==> src/rtl/rfw_pkg.sv <==
// Shared constants and types for the rectangle fill write generator.
package rfw_pkg;

  localparam int MAX_SURFACE_DIM = 4096;
  localparam int DIM_W           = $clog2(MAX_SURFACE_DIM + 1);
  localparam int OFFSET_W        = 28;
  localparam int COLOUR_W        = 32;
  localparam int PITCH_W         = 16;
  localparam int COORD_W         = 16;
  localparam int BYTES_W         = 3;
  localparam int PADDR_W         = 5;
  localparam int PDATA_W         = 32;

  // action codes
  localparam logic ACT_START   = 1'b0;
  localparam logic ACT_ADVANCE = 1'b1;

  // pixel_format codes
  localparam logic [2:0] FMT_ARGB32 = 3'd0;
  localparam logic [2:0] FMT_RGB24  = 3'd1;
  localparam logic [2:0] FMT_A8     = 3'd2;
  localparam logic [2:0] FMT_A1     = 3'd3;
  localparam logic [2:0] FMT_RGB565 = 3'd4;

  // register indexes (byte address = 4 * index)
  localparam logic [2:0] REG_SURFACE_WIDTH  = 3'd0;
  localparam logic [2:0] REG_SURFACE_HEIGHT = 3'd1;
  localparam logic [2:0] REG_ROW_PITCH      = 3'd2;
  localparam logic [2:0] REG_PIXEL_FORMAT   = 3'd3;
  localparam logic [2:0] REG_RGB24_ORDER    = 3'd4;

  // one command word as held in the input register
  typedef struct packed {
    logic                      action;
    logic                      whole_surface;
    logic signed [COORD_W-1:0] rect_left;
    logic signed [COORD_W-1:0] rect_top;
    logic [COORD_W-1:0]        rect_width;
    logic [COORD_W-1:0]        rect_height;
    logic [COLOUR_W-1:0]       fill_colour;
  } cmd_word_t;

endpackage

==> src/rtl/rfw_if.sv <==
// Valid/ready channel interfaces for command and pixel write words.
interface rfw_cmd_if;
  logic                              valid;
  logic                              ready;
  logic                              action;
  logic                              whole_surface;
  logic signed [rfw_pkg::COORD_W-1:0] rect_left;
  logic signed [rfw_pkg::COORD_W-1:0] rect_top;
  logic [rfw_pkg::COORD_W-1:0]       rect_width;
  logic [rfw_pkg::COORD_W-1:0]       rect_height;
  logic [rfw_pkg::COLOUR_W-1:0]      fill_colour;

  modport source (output valid, action, whole_surface, rect_left, rect_top, rect_width,
                  rect_height, fill_colour, input ready);
  modport sink (input valid, action, whole_surface, rect_left, rect_top, rect_width,
                rect_height, fill_colour, output ready);
endinterface

interface rfw_wr_if;
  logic                              valid;
  logic                              ready;
  logic [rfw_pkg::OFFSET_W-1:0]      write_offset;
  logic [rfw_pkg::COLOUR_W-1:0]      write_data;
  logic [rfw_pkg::BYTES_W-1:0]       write_bytes;
  logic                              last_write;

  modport source (output valid, write_offset, write_data, write_bytes, last_write,
                  input ready);
  modport sink (input valid, write_offset, write_data, write_bytes, last_write,
                output ready);
endinterface

==> src/rtl/rect_fill_write_generator.sv <==
// Solid rectangle fill engine: clips a rectangle and issues one pixel write per advance.
// A command word is taken into the input register; when an advance moves on from there,
//   its pixel write is loaded into the output register, where the write side takes it.
// Throughput: one command word per cycle; the output register and the input register
//   each stall only while the write side holds ready low.
// Reset (rst, synchronous, active high): configuration and walker registers to zero, no
//   fill in progress, both pipeline registers empty.
module rect_fill_write_generator (
  input  logic                        clk,
  input  logic                        rst,
  rfw_cmd_if.sink                     cmd,
  rfw_wr_if.source                    wr,
  input  logic                        psel,
  input  logic                        penable,
  input  logic                        pwrite,
  input  logic [rfw_pkg::PADDR_W-1:0] paddr,
  input  logic [rfw_pkg::PDATA_W-1:0] pwdata,
  output logic [rfw_pkg::PDATA_W-1:0] prdata,
  output logic                        pready
);

  localparam int DW = rfw_pkg::DIM_W;
  localparam int OW = rfw_pkg::OFFSET_W;
  localparam int CW = rfw_pkg::COORD_W + 2;   // room for left + width, signed

  // ---------------------------------------------------------------------------
  // Configuration registers
  // ---------------------------------------------------------------------------
  logic [DW-1:0]                surface_width;
  logic [DW-1:0]                surface_height;
  logic [rfw_pkg::PITCH_W-1:0]  row_pitch;
  logic [2:0]                   pixel_format;
  logic                         rgb24_msb_first;
  logic                         cfg_write;
  logic [2:0]                   cfg_index;

  assign pready    = 1'b1;
  assign cfg_index = paddr[rfw_pkg::PADDR_W-1:2];
  assign cfg_write = psel && penable && pwrite && pready;

  always_ff @(posedge clk) begin
    if (rst) begin
      surface_width   <= '0;
      surface_height  <= '0;
      row_pitch       <= '0;
      pixel_format    <= rfw_pkg::FMT_ARGB32;
      rgb24_msb_first <= 1'b0;
    end else if (cfg_write) begin
      unique case (cfg_index)
        rfw_pkg::REG_SURFACE_WIDTH:  surface_width   <= pwdata[DW-1:0];
        rfw_pkg::REG_SURFACE_HEIGHT: surface_height  <= pwdata[DW-1:0];
        rfw_pkg::REG_ROW_PITCH:      row_pitch       <= pwdata[rfw_pkg::PITCH_W-1:0];
        rfw_pkg::REG_PIXEL_FORMAT:   pixel_format    <= pwdata[2:0];
        rfw_pkg::REG_RGB24_ORDER:    rgb24_msb_first <= pwdata[0];
        default: ;
      endcase
    end
  end

  always_comb begin
    prdata = '0;
    unique case (cfg_index)
      rfw_pkg::REG_SURFACE_WIDTH:  prdata[DW-1:0]               = surface_width;
      rfw_pkg::REG_SURFACE_HEIGHT: prdata[DW-1:0]               = surface_height;
      rfw_pkg::REG_ROW_PITCH:      prdata[rfw_pkg::PITCH_W-1:0] = row_pitch;
      rfw_pkg::REG_PIXEL_FORMAT:   prdata[2:0]                  = pixel_format;
      rfw_pkg::REG_RGB24_ORDER:    prdata[0]                    = rgb24_msb_first;
      default: ;
    endcase
  end

  // ---------------------------------------------------------------------------
  // Pipeline control: input register (s1) feeds the output register.
  // s1 moves whenever the output register is empty or being drained.
  // ---------------------------------------------------------------------------
  rfw_pkg::cmd_word_t s1;
  logic               s1_valid;
  logic               s1_move;
  logic               out_valid;

  assign s1_move   = s1_valid && (!out_valid || wr.ready);
  assign cmd.ready = !s1_valid || s1_move;

  always_ff @(posedge clk) begin
    if (rst) begin
      s1_valid <= 1'b0;
    end else if (cmd.ready) begin
      s1_valid <= cmd.valid;
    end
  end

  always_ff @(posedge clk) begin
    if (cmd.ready && cmd.valid) begin
      s1.action        <= cmd.action;
      s1.whole_surface <= cmd.whole_surface;
      s1.rect_left     <= cmd.rect_left;
      s1.rect_top      <= cmd.rect_top;
      s1.rect_width    <= cmd.rect_width;
      s1.rect_height   <= cmd.rect_height;
      s1.fill_colour   <= cmd.fill_colour;
    end
  end

  // ---------------------------------------------------------------------------
  // Fill walker state
  // ---------------------------------------------------------------------------
  logic                         fill_active, fill_active_next;
  logic [DW-1:0]                clip_left, clip_left_next;
  logic [DW-1:0]                clip_right_end, clip_right_end_next;
  logic [DW-1:0]                clip_bottom_end, clip_bottom_end_next;
  logic [DW-1:0]                cur_column, cur_column_next;
  logic [DW-1:0]                cur_row, cur_row_next;
  logic [OW-1:0]                row_base_offset, row_base_offset_next;
  logic [rfw_pkg::COLOUR_W-1:0] held_colour, held_colour_next;
  logic [rfw_pkg::BYTES_W-1:0]  held_bytes, held_bytes_next;
  logic [rfw_pkg::PITCH_W-1:0]  held_pitch, held_pitch_next;

  // Clip: surface size clamped to the max dimension, rectangle edges in signed math.
  logic [DW-1:0]        sw_clamped, sh_clamped;
  logic signed [CW-1:0] rl, rt, rr, rb, x0, y0, x1, y1;
  logic                 clip_empty;
  logic                 fmt_fills;
  logic [2:0]           fmt_bytes;
  logic [rfw_pkg::COLOUR_W-1:0] fmt_colour;
  logic [DW+rfw_pkg::PITCH_W-1:0] top_product;
  logic [DW-1:0]        top_row;

  always_comb begin
    sw_clamped = (surface_width  > DW'(rfw_pkg::MAX_SURFACE_DIM)) ?
                 DW'(rfw_pkg::MAX_SURFACE_DIM) : surface_width;
    sh_clamped = (surface_height > DW'(rfw_pkg::MAX_SURFACE_DIM)) ?
                 DW'(rfw_pkg::MAX_SURFACE_DIM) : surface_height;
    rl = CW'(s1.rect_left);
    rt = CW'(s1.rect_top);
    rr = rl + signed'(CW'({2'b00, s1.rect_width}));
    rb = rt + signed'(CW'({2'b00, s1.rect_height}));
    if (s1.whole_surface) begin
      x0 = '0;
      y0 = '0;
      x1 = signed'(CW'(sw_clamped));
      y1 = signed'(CW'(sh_clamped));
    end else begin
      x0 = (rl > 0) ? rl : '0;
      y0 = (rt > 0) ? rt : '0;
      x1 = (rr < signed'(CW'(sw_clamped))) ? rr : signed'(CW'(sw_clamped));
      y1 = (rb < signed'(CW'(sh_clamped))) ? rb : signed'(CW'(sh_clamped));
    end
    clip_empty = (x0 >= x1) || (y0 >= y1);
  end

  // Top row fits DW bits whenever the clip is not empty; the product runs
  // in parallel with the clip compares.
  always_comb begin
    if (s1.whole_surface || s1.rect_top[rfw_pkg::COORD_W-1]) begin
      top_row = '0;
    end else begin
      top_row = s1.rect_top[DW-1:0];
    end
    top_product = top_row * row_pitch;
  end

  // Colour formatting per pixel format
  always_comb begin
    fmt_fills  = 1'b1;
    fmt_bytes  = 3'd4;
    fmt_colour = s1.fill_colour;
    unique case (pixel_format)
      rfw_pkg::FMT_ARGB32: begin
        fmt_bytes  = 3'd4;
        fmt_colour = s1.fill_colour;
      end
      rfw_pkg::FMT_RGB24: begin
        fmt_bytes = 3'd3;
        if (rgb24_msb_first) begin
          fmt_colour = {8'h00, s1.fill_colour[7:0], s1.fill_colour[15:8],
                        s1.fill_colour[23:16]};
        end else begin
          fmt_colour = {8'h00, s1.fill_colour[23:0]};
        end
      end
      rfw_pkg::FMT_A8: begin
        fmt_bytes  = 3'd1;
        fmt_colour = {24'h0, s1.fill_colour[7:0]};
      end
      rfw_pkg::FMT_RGB565: begin
        fmt_bytes  = 3'd2;
        fmt_colour = {16'h0, s1.fill_colour[15:0]};
      end
      default: fmt_fills = 1'b0;   // a1 and unused codes: no fill
    endcase
  end

  // Advance: current pixel and walker step
  logic [DW+rfw_pkg::BYTES_W-1:0] col_bytes;
  logic [OW-1:0]                  pix_offset;
  logic [DW:0]                    col_inc, row_inc;
  logic                           is_last;
  logic                           do_start, do_advance;

  assign do_start   = s1_move && (s1.action == rfw_pkg::ACT_START);
  assign do_advance = s1_move && (s1.action == rfw_pkg::ACT_ADVANCE) && fill_active;

  always_comb begin
    col_bytes  = cur_column * held_bytes;
    pix_offset = row_base_offset + OW'(col_bytes);
    col_inc    = {1'b0, cur_column} + 1'b1;
    row_inc    = {1'b0, cur_row} + 1'b1;
    is_last    = (col_inc == {1'b0, clip_right_end}) && (row_inc == {1'b0, clip_bottom_end});
  end

  always_comb begin
    fill_active_next     = fill_active;
    clip_left_next       = clip_left;
    clip_right_end_next  = clip_right_end;
    clip_bottom_end_next = clip_bottom_end;
    cur_column_next      = cur_column;
    cur_row_next         = cur_row;
    row_base_offset_next = row_base_offset;
    held_colour_next     = held_colour;
    held_bytes_next      = held_bytes;
    held_pitch_next      = held_pitch;
    if (do_start) begin
      // a new command always replaces a fill in progress
      fill_active_next = !clip_empty && fmt_fills;
      if (!clip_empty && fmt_fills) begin
        clip_left_next       = x0[DW-1:0];
        clip_right_end_next  = x1[DW-1:0];
        clip_bottom_end_next = y1[DW-1:0];
        cur_column_next      = x0[DW-1:0];
        cur_row_next         = y0[DW-1:0];
        row_base_offset_next = top_product[OW-1:0];
        held_colour_next     = fmt_colour;
        held_bytes_next      = fmt_bytes;
        held_pitch_next      = row_pitch;
      end
    end else if (do_advance) begin
      if (col_inc >= {1'b0, clip_right_end}) begin
        cur_column_next      = clip_left;
        cur_row_next         = row_inc[DW-1:0];
        row_base_offset_next = row_base_offset + OW'(held_pitch);
        if (row_inc >= {1'b0, clip_bottom_end}) begin
          fill_active_next = 1'b0;
        end
      end else begin
        cur_column_next = col_inc[DW-1:0];
      end
    end
  end

  always_ff @(posedge clk) begin
    if (rst) begin
      fill_active <= 1'b0;
    end else begin
      fill_active <= fill_active_next;
    end
  end

  always_ff @(posedge clk) begin
    if (rst) begin
      clip_left       <= '0;
      clip_right_end  <= '0;
      clip_bottom_end <= '0;
      cur_column      <= '0;
      cur_row         <= '0;
      row_base_offset <= '0;
      held_colour     <= '0;
      held_bytes      <= '0;
      held_pitch      <= '0;
    end else begin
      clip_left       <= clip_left_next;
      clip_right_end  <= clip_right_end_next;
      clip_bottom_end <= clip_bottom_end_next;
      cur_column      <= cur_column_next;
      cur_row         <= cur_row_next;
      row_base_offset <= row_base_offset_next;
      held_colour     <= held_colour_next;
      held_bytes      <= held_bytes_next;
      held_pitch      <= held_pitch_next;
    end
  end

  // ---------------------------------------------------------------------------
  // Output register
  // ---------------------------------------------------------------------------
  always_ff @(posedge clk) begin
    if (rst) begin
      out_valid <= 1'b0;
    end else if (!out_valid || wr.ready) begin
      out_valid <= do_advance;
    end
  end

  always_ff @(posedge clk) begin
    if (do_advance) begin
      wr.write_offset <= pix_offset;
      wr.write_data   <= held_colour;
      wr.write_bytes  <= held_bytes;
      wr.last_write   <= is_last;
    end
  end

  assign wr.valid = out_valid;

  // ---------------------------------------------------------------------------
  // Assertions
  // ---------------------------------------------------------------------------
  a_walker_in_bounds: assert property (@(posedge clk) disable iff (rst)
    fill_active |-> (cur_column < clip_right_end) && (cur_column >= clip_left) &&
                    (cur_row < clip_bottom_end))
    else $error("walker outside clipped rectangle");

  a_last_ends_fill: assert property (@(posedge clk) disable iff (rst)
    do_advance && is_last |=> !fill_active)
    else $error("fill still active after last write");

  a_bytes_nonzero: assert property (@(posedge clk) disable iff (rst)
    do_advance |-> (held_bytes == 3'd1) || (held_bytes == 3'd2) ||
                   (held_bytes == 3'd3) || (held_bytes == 3'd4))
    else $error("pixel write with bad byte count");

  a_ready_when_out_free: assert property (@(posedge clk) disable iff (rst)
    !out_valid |-> cmd.ready)
    else $error("command stalled while output register free");

endmodule
==> src/flat_wrapper.sv <==
// flat-port wrapper written by rule: the top's interface ports become plain ports
module rect_fill_write_generator_flat 
  (clk, rst, psel, penable, pwrite, paddr, pwdata, prdata, pready, cmd_valid, cmd_action, cmd_whole_surface, cmd_rect_left, cmd_rect_top, cmd_rect_width, cmd_rect_height, cmd_fill_colour, cmd_ready, wr_valid, wr_write_offset, wr_write_data, wr_write_bytes, wr_last_write, wr_ready);
  rfw_cmd_if cmd_i ();
  rfw_wr_if wr_i ();
  input  logic clk;
  input  logic rst;
  input  logic psel;
  input  logic penable;
  input  logic pwrite;
  input  logic [rfw_pkg::PADDR_W-1:0] paddr;
  input  logic [rfw_pkg::PDATA_W-1:0] pwdata;
  output logic [rfw_pkg::PDATA_W-1:0] prdata;
  output logic pready;
  input wire logic [$bits(cmd_i.valid)-1:0] cmd_valid;
  input wire logic [$bits(cmd_i.action)-1:0] cmd_action;
  input wire logic [$bits(cmd_i.whole_surface)-1:0] cmd_whole_surface;
  input wire logic [$bits(cmd_i.rect_left)-1:0] cmd_rect_left;
  input wire logic [$bits(cmd_i.rect_top)-1:0] cmd_rect_top;
  input wire logic [$bits(cmd_i.rect_width)-1:0] cmd_rect_width;
  input wire logic [$bits(cmd_i.rect_height)-1:0] cmd_rect_height;
  input wire logic [$bits(cmd_i.fill_colour)-1:0] cmd_fill_colour;
  output wire logic [$bits(cmd_i.ready)-1:0] cmd_ready;
  output wire logic [$bits(wr_i.valid)-1:0] wr_valid;
  output wire logic [$bits(wr_i.write_offset)-1:0] wr_write_offset;
  output wire logic [$bits(wr_i.write_data)-1:0] wr_write_data;
  output wire logic [$bits(wr_i.write_bytes)-1:0] wr_write_bytes;
  output wire logic [$bits(wr_i.last_write)-1:0] wr_last_write;
  input wire logic [$bits(wr_i.ready)-1:0] wr_ready;
  assign cmd_i.valid = cmd_valid;
  assign cmd_i.action = cmd_action;
  assign cmd_i.whole_surface = cmd_whole_surface;
  assign cmd_i.rect_left = cmd_rect_left;
  assign cmd_i.rect_top = cmd_rect_top;
  assign cmd_i.rect_width = cmd_rect_width;
  assign cmd_i.rect_height = cmd_rect_height;
  assign cmd_i.fill_colour = cmd_fill_colour;
  assign cmd_ready = cmd_i.ready;
  assign wr_valid = wr_i.valid;
  assign wr_write_offset = wr_i.write_offset;
  assign wr_write_data = wr_i.write_data;
  assign wr_write_bytes = wr_i.write_bytes;
  assign wr_last_write = wr_i.last_write;
  assign wr_i.ready = wr_ready;
  rect_fill_write_generator u_core (.clk(clk), .rst(rst), .cmd(cmd_i), .wr(wr_i), .psel(psel), .penable(penable), .pwrite(pwrite), .paddr(paddr), .pwdata(pwdata), .prdata(prdata), .pready(pready));
endmodule
==> config.mk <==
export PLATFORM = sky130hd
export DESIGN_NAME = rect_fill_write_generator_flat
export DESIGN_NICKNAME = d
export VERILOG_FILES = /design/src/rtl/rfw_pkg.sv /design/src/rtl/rfw_if.sv /design/src/rtl/rect_fill_write_generator.sv /design/src/flat_wrapper.sv
export SDC_FILE = /design/constraint.sdc
export NUM_CORES = 1
export LEC_CHECK = 0
export ABC_CLOCK_PERIOD_IN_PS = 23100
export BUFFER_PORTS_ARGS = -buffer_cell sky130_fd_sc_hd__buf_2
export CORE_MARGIN = 2
export CORE_UTILIZATION = 50
export CTS_CLUSTER_DIAMETER = 30
export DETAILED_ROUTE_END_ITERATION = 8
export PLACE_DENSITY = 0.69
export SLEW_MARGIN = 0
export SYNTH_ARGS = -nofsm -noshare
export SYNTH_HDL_FRONTEND = slang
export SYNTH_SLANG_ARGS = --single-unit
==> constraint.sdc <==
create_clock -name clk -period 23.1 [get_ports clk]
set_input_delay 2.31 -clock clk [delete_from_list [all_inputs] [get_ports clk]]
set_output_delay 2.31 -clock clk [all_outputs]
set_load 0.005 [all_outputs]
==> results.yml <==
run_status:
  outcome: "finished clean"
layout:
  diodes: 0
  nFillCells: 4414
  most-common-layout-cells: "nand2_1 (343), nor2_1 (300), inv_1 (241)"
  syn2layout_area_growth_pct: 15.3
  final_cells: 3763
  final_net_count: 3570
  layout-drive-gt1-share: 0.126
  mostFrequentLayoutCell: "nand2_1"
clock_network:
  ctsHtreeMaxLevel: 3
  post_cts_buffers: 0
  path_clk_slew_ns: 0.05
  clk_latency_ns: 0.62
  cts_tree: "yes"
  cts_buffers: 71
  post_cts_resized: 0
  cts_sinks: 355
  clock_path_buffers: 3
  hold_buffers: 0
  root_buffer: "clkbuf_16"
pwr:
  leakage_uw: 0.0138
  power.density_nw_per_um2: 66.6
  ir_drop_mv: 0.0582
critical_path:
  rr_startpoint: "u_core.rl[0]$_DFFE_PP_"
  cpMostUsedCell: "ha_1"
  required_ns: 23.63
  path_max_fanout: 107
  cpPeakStageDelay_ns: 0.96
  worst_path_max_delay_cell: "buf_4"
  rr_worst_depth: 32
  worst_setup_path_end_kind: "register"
  worst_r2r_endpoint: "u_core.cur_column[1]$_SDFFE_PP0P_"
  crit_type: "register to register"
  startpoint_type: "register"
  r2r_slack_ns: 13.26
  arrival_ns: 10.36
worst_hold_path:
  min_path_cells: 0
  holdPathEnd: "u_core.wr.write_data[0]$_DFFE_PP_"
  hp-class: "register to register"
  hp-start: "u_core.held_colour[0]$_SDFFE_PP0P_"
synthesis:
  synth_top_cell_area_share: 0.184
  synthFlopType: "dfxtp_1"
  synth_edf_count: 162
  synth_area_per_cell_um2: 9.24
  ys_async_sr_fraction: 0
  synthTopCellsByArea: "edfxtp_1 (18%), dfxtp_1 (15%), fa_1 (14%), ha_1 (11%), nand2_1 (4.9%)"
  synth_seq_cells: 355
  yosysTopAreaCell: "edfxtp_1"
  ys_seq_area_frac: 0.330
  synth_area_um2: 26400
  synth_cell_types: 79
  ys_warn_count: 0
  syn_inst: 2861
route:
  route.detailed.drc: 0
  routedWlPerCell_um: 19.0
  avgViaCountPerCell: 5.68
  via_count: 21375
  drtIter0Drc: 1694
  final_antenna_net_count: 0
  first_pass_iters: 5
  finalWirelength_um: 71300
sta:
  period_minus_slack_ns: 9.84
  slew_violations: 0
  finalHoldViolCount: 0
  timing.fmax_mhz: 102
  rsz0062_at_grt: "false"
  setup_viol: 0
  tns_ns: 0
  finClkSkew_ns: 0.0457
  slew_headroom: 0.113
  period_share: 0.426
  finalWorstSetupSlack_ns: 13.26
  tightestPinTransition_ns: 1.33
place:
  dp_cells: 3634
  place_ws_ns: 13.34
  dp.final_hpwl_um: 51900
  gp_congestion: 0.904
  port_buffers: 205
floorplanning:
  die_y_um: 234
  core_um2: 52400
  num_rows: 84
  start_util: 0.504
  die_x_um: 234
  dieArea_um2: 54800
  io_pins: 241
run:
  maxCapViolCount: 0
global_route:
  grtUsageTotal: 0.262
  grt_first_pass_wirelength_um: 113000
  grt_max_degree: 110
  grt_overflow: 0
  grt_antenna_before_repair: 2
  grt_pass1_vias: 21768
-- critical path: cells and delay by family (launching register included) --
family,cells,cell delay (ns)
AOI/OAI and AO/OA,12,2.81
xor gates and xnor gates,1,0.17
adders and majority gates,6,1.74
buffers and inverters,3,1.87
DFF,1,0.45
and+or+nand+nor,10,2.61
-- power breakdown --
part | leakage [µW] | internal, µW | switching (µW) | total, µW
combinational | 0.00939 | 103 | 157 | 260
clock | 0.00122 | 703 | 368 | 1070
sequential | 0.00321 | 679 | 20.4 | 699
-- sequential cells by signal (all words and copies together), names as in the netlist, 3 cells and up --
name                    count
u_core.cur_column          13
u_core.rt                  16
u_core.clip_left           13
u_core.row_pitch           16
u_core.s1                  66
u_core.held_bytes           3
u_core.held_colour         32
u_core.cur_row             13
u_core.clip_right_end      13
u_core.surface_height      13
u_core.wr.write_bytes       3
u_core.held_pitch          16
u_core.clip_bottom_end     13
u_core.row_base_offset     28
u_core.wr.write_data       32
u_core.rl                  16
u_core.pixel_format         3
u_core.surface_width       13
u_core.wr.write_offset     28
-- cells in the mapped netlist, types with 18 or more instances --
master,number
nand2_1,343
nor2_1,302
inv_1,242
ha_1,228
dfxtp_1,193
a21oi_1,185
fa_1,181
edfxtp_1,162
clkbuf_1,133
and3_1,91
a211oi_1,86
mux2i_1,84
xnor2_1,67
o21ai_0,60
nand3_1,55
and2_1,45
nor3_1,40
xor2_1,40
nand2b_1,35
a21o_1,28
o21a_1,22
nand4_1,18
-- metal layers --
layer,up-vias,share of wire,GRT usage
li1,10090,-,-
met5,-,0.00018,0
met2,763,0.47,0.434
met4,2,0.036,0.111
met3,152,0.067,0.0508
met1,10368,0.43,0.336
-- cells by family after synthesis --
| logic type | share of synthesized area |
|---|---|
| multiplexers | 0.0348 |
| flip-flops | 0.330 |
| buffers and inverters | 0.0614 |
| other | 0.000284 |
| AND/OR/NAND/NOR | 0.171 |
| AO/OA/AOI/OAI | 0.122 |
| XOR/XNOR | 0.0354 |
| adder cells (fa/ha/maj) | 0.245 |
-- final cells by class --
cell class                 count  area [µm²]  area share
clock inverter                43         632      0.0207
timing repair buffer         232        1230      0.0405
sequential                   355        8730       0.286
inverter                     242         908      0.0298
tap                          688         861      0.0282
clock buffer                  86        1910      0.0627
multi-input combinational   2117       16200       0.532
-- worst max path at each step --
stage,slack [ns],to,startpoint
after global placement,13.43,u_core.cur_column[0]$_SDFFE_PP0P_,u_core.rl[0]$_DFFE_PP_
after detailed placement,13.34,u_core.cur_column[12]$_SDFFE_PP0P_,u_core.rl[0]$_DFFE_PP_
after CTS,13.31,u_core.row_base_offset[2]$_SDFFE_PP0P_,u_core.rl[0]$_DFFE_PP_
final,13.26,u_core.cur_column[1]$_SDFFE_PP0P_,u_core.rl[0]$_DFFE_PP_
after global routing,12.64,u_core.cur_column[1]$_SDFFE_PP0P_,u_core.rl[0]$_DFFE_PP_
after floorplan,15.54,u_core.cur_column[6]$_SDFFE_PP0P_,u_core.rl[0]$_DFFE_PP_
-- metrics by stage --
| step | area, µm² | hold slack, ns | util | power (µW) |
|---|---|---|---|---|
| 2_1_floorplan | 26500 | 0.409 | - | 892 |
| 3_3_place_gp | 27900 | 0.413 | 0.533 | 955 |
| 3_5_place_dp | 27900 | 0.417 | 0.533 | 965 |
| 4_1_cts | 30500 | 0.427 | 0.581 | 2040 |
| 5_1_grt | 30500 | 0.438 | 0.581 | 2110 |
| 6_report | 30500 | 0.428 | 0.581 | 2030 |
No activity file was read; power rests on OpenSTA's default activity.
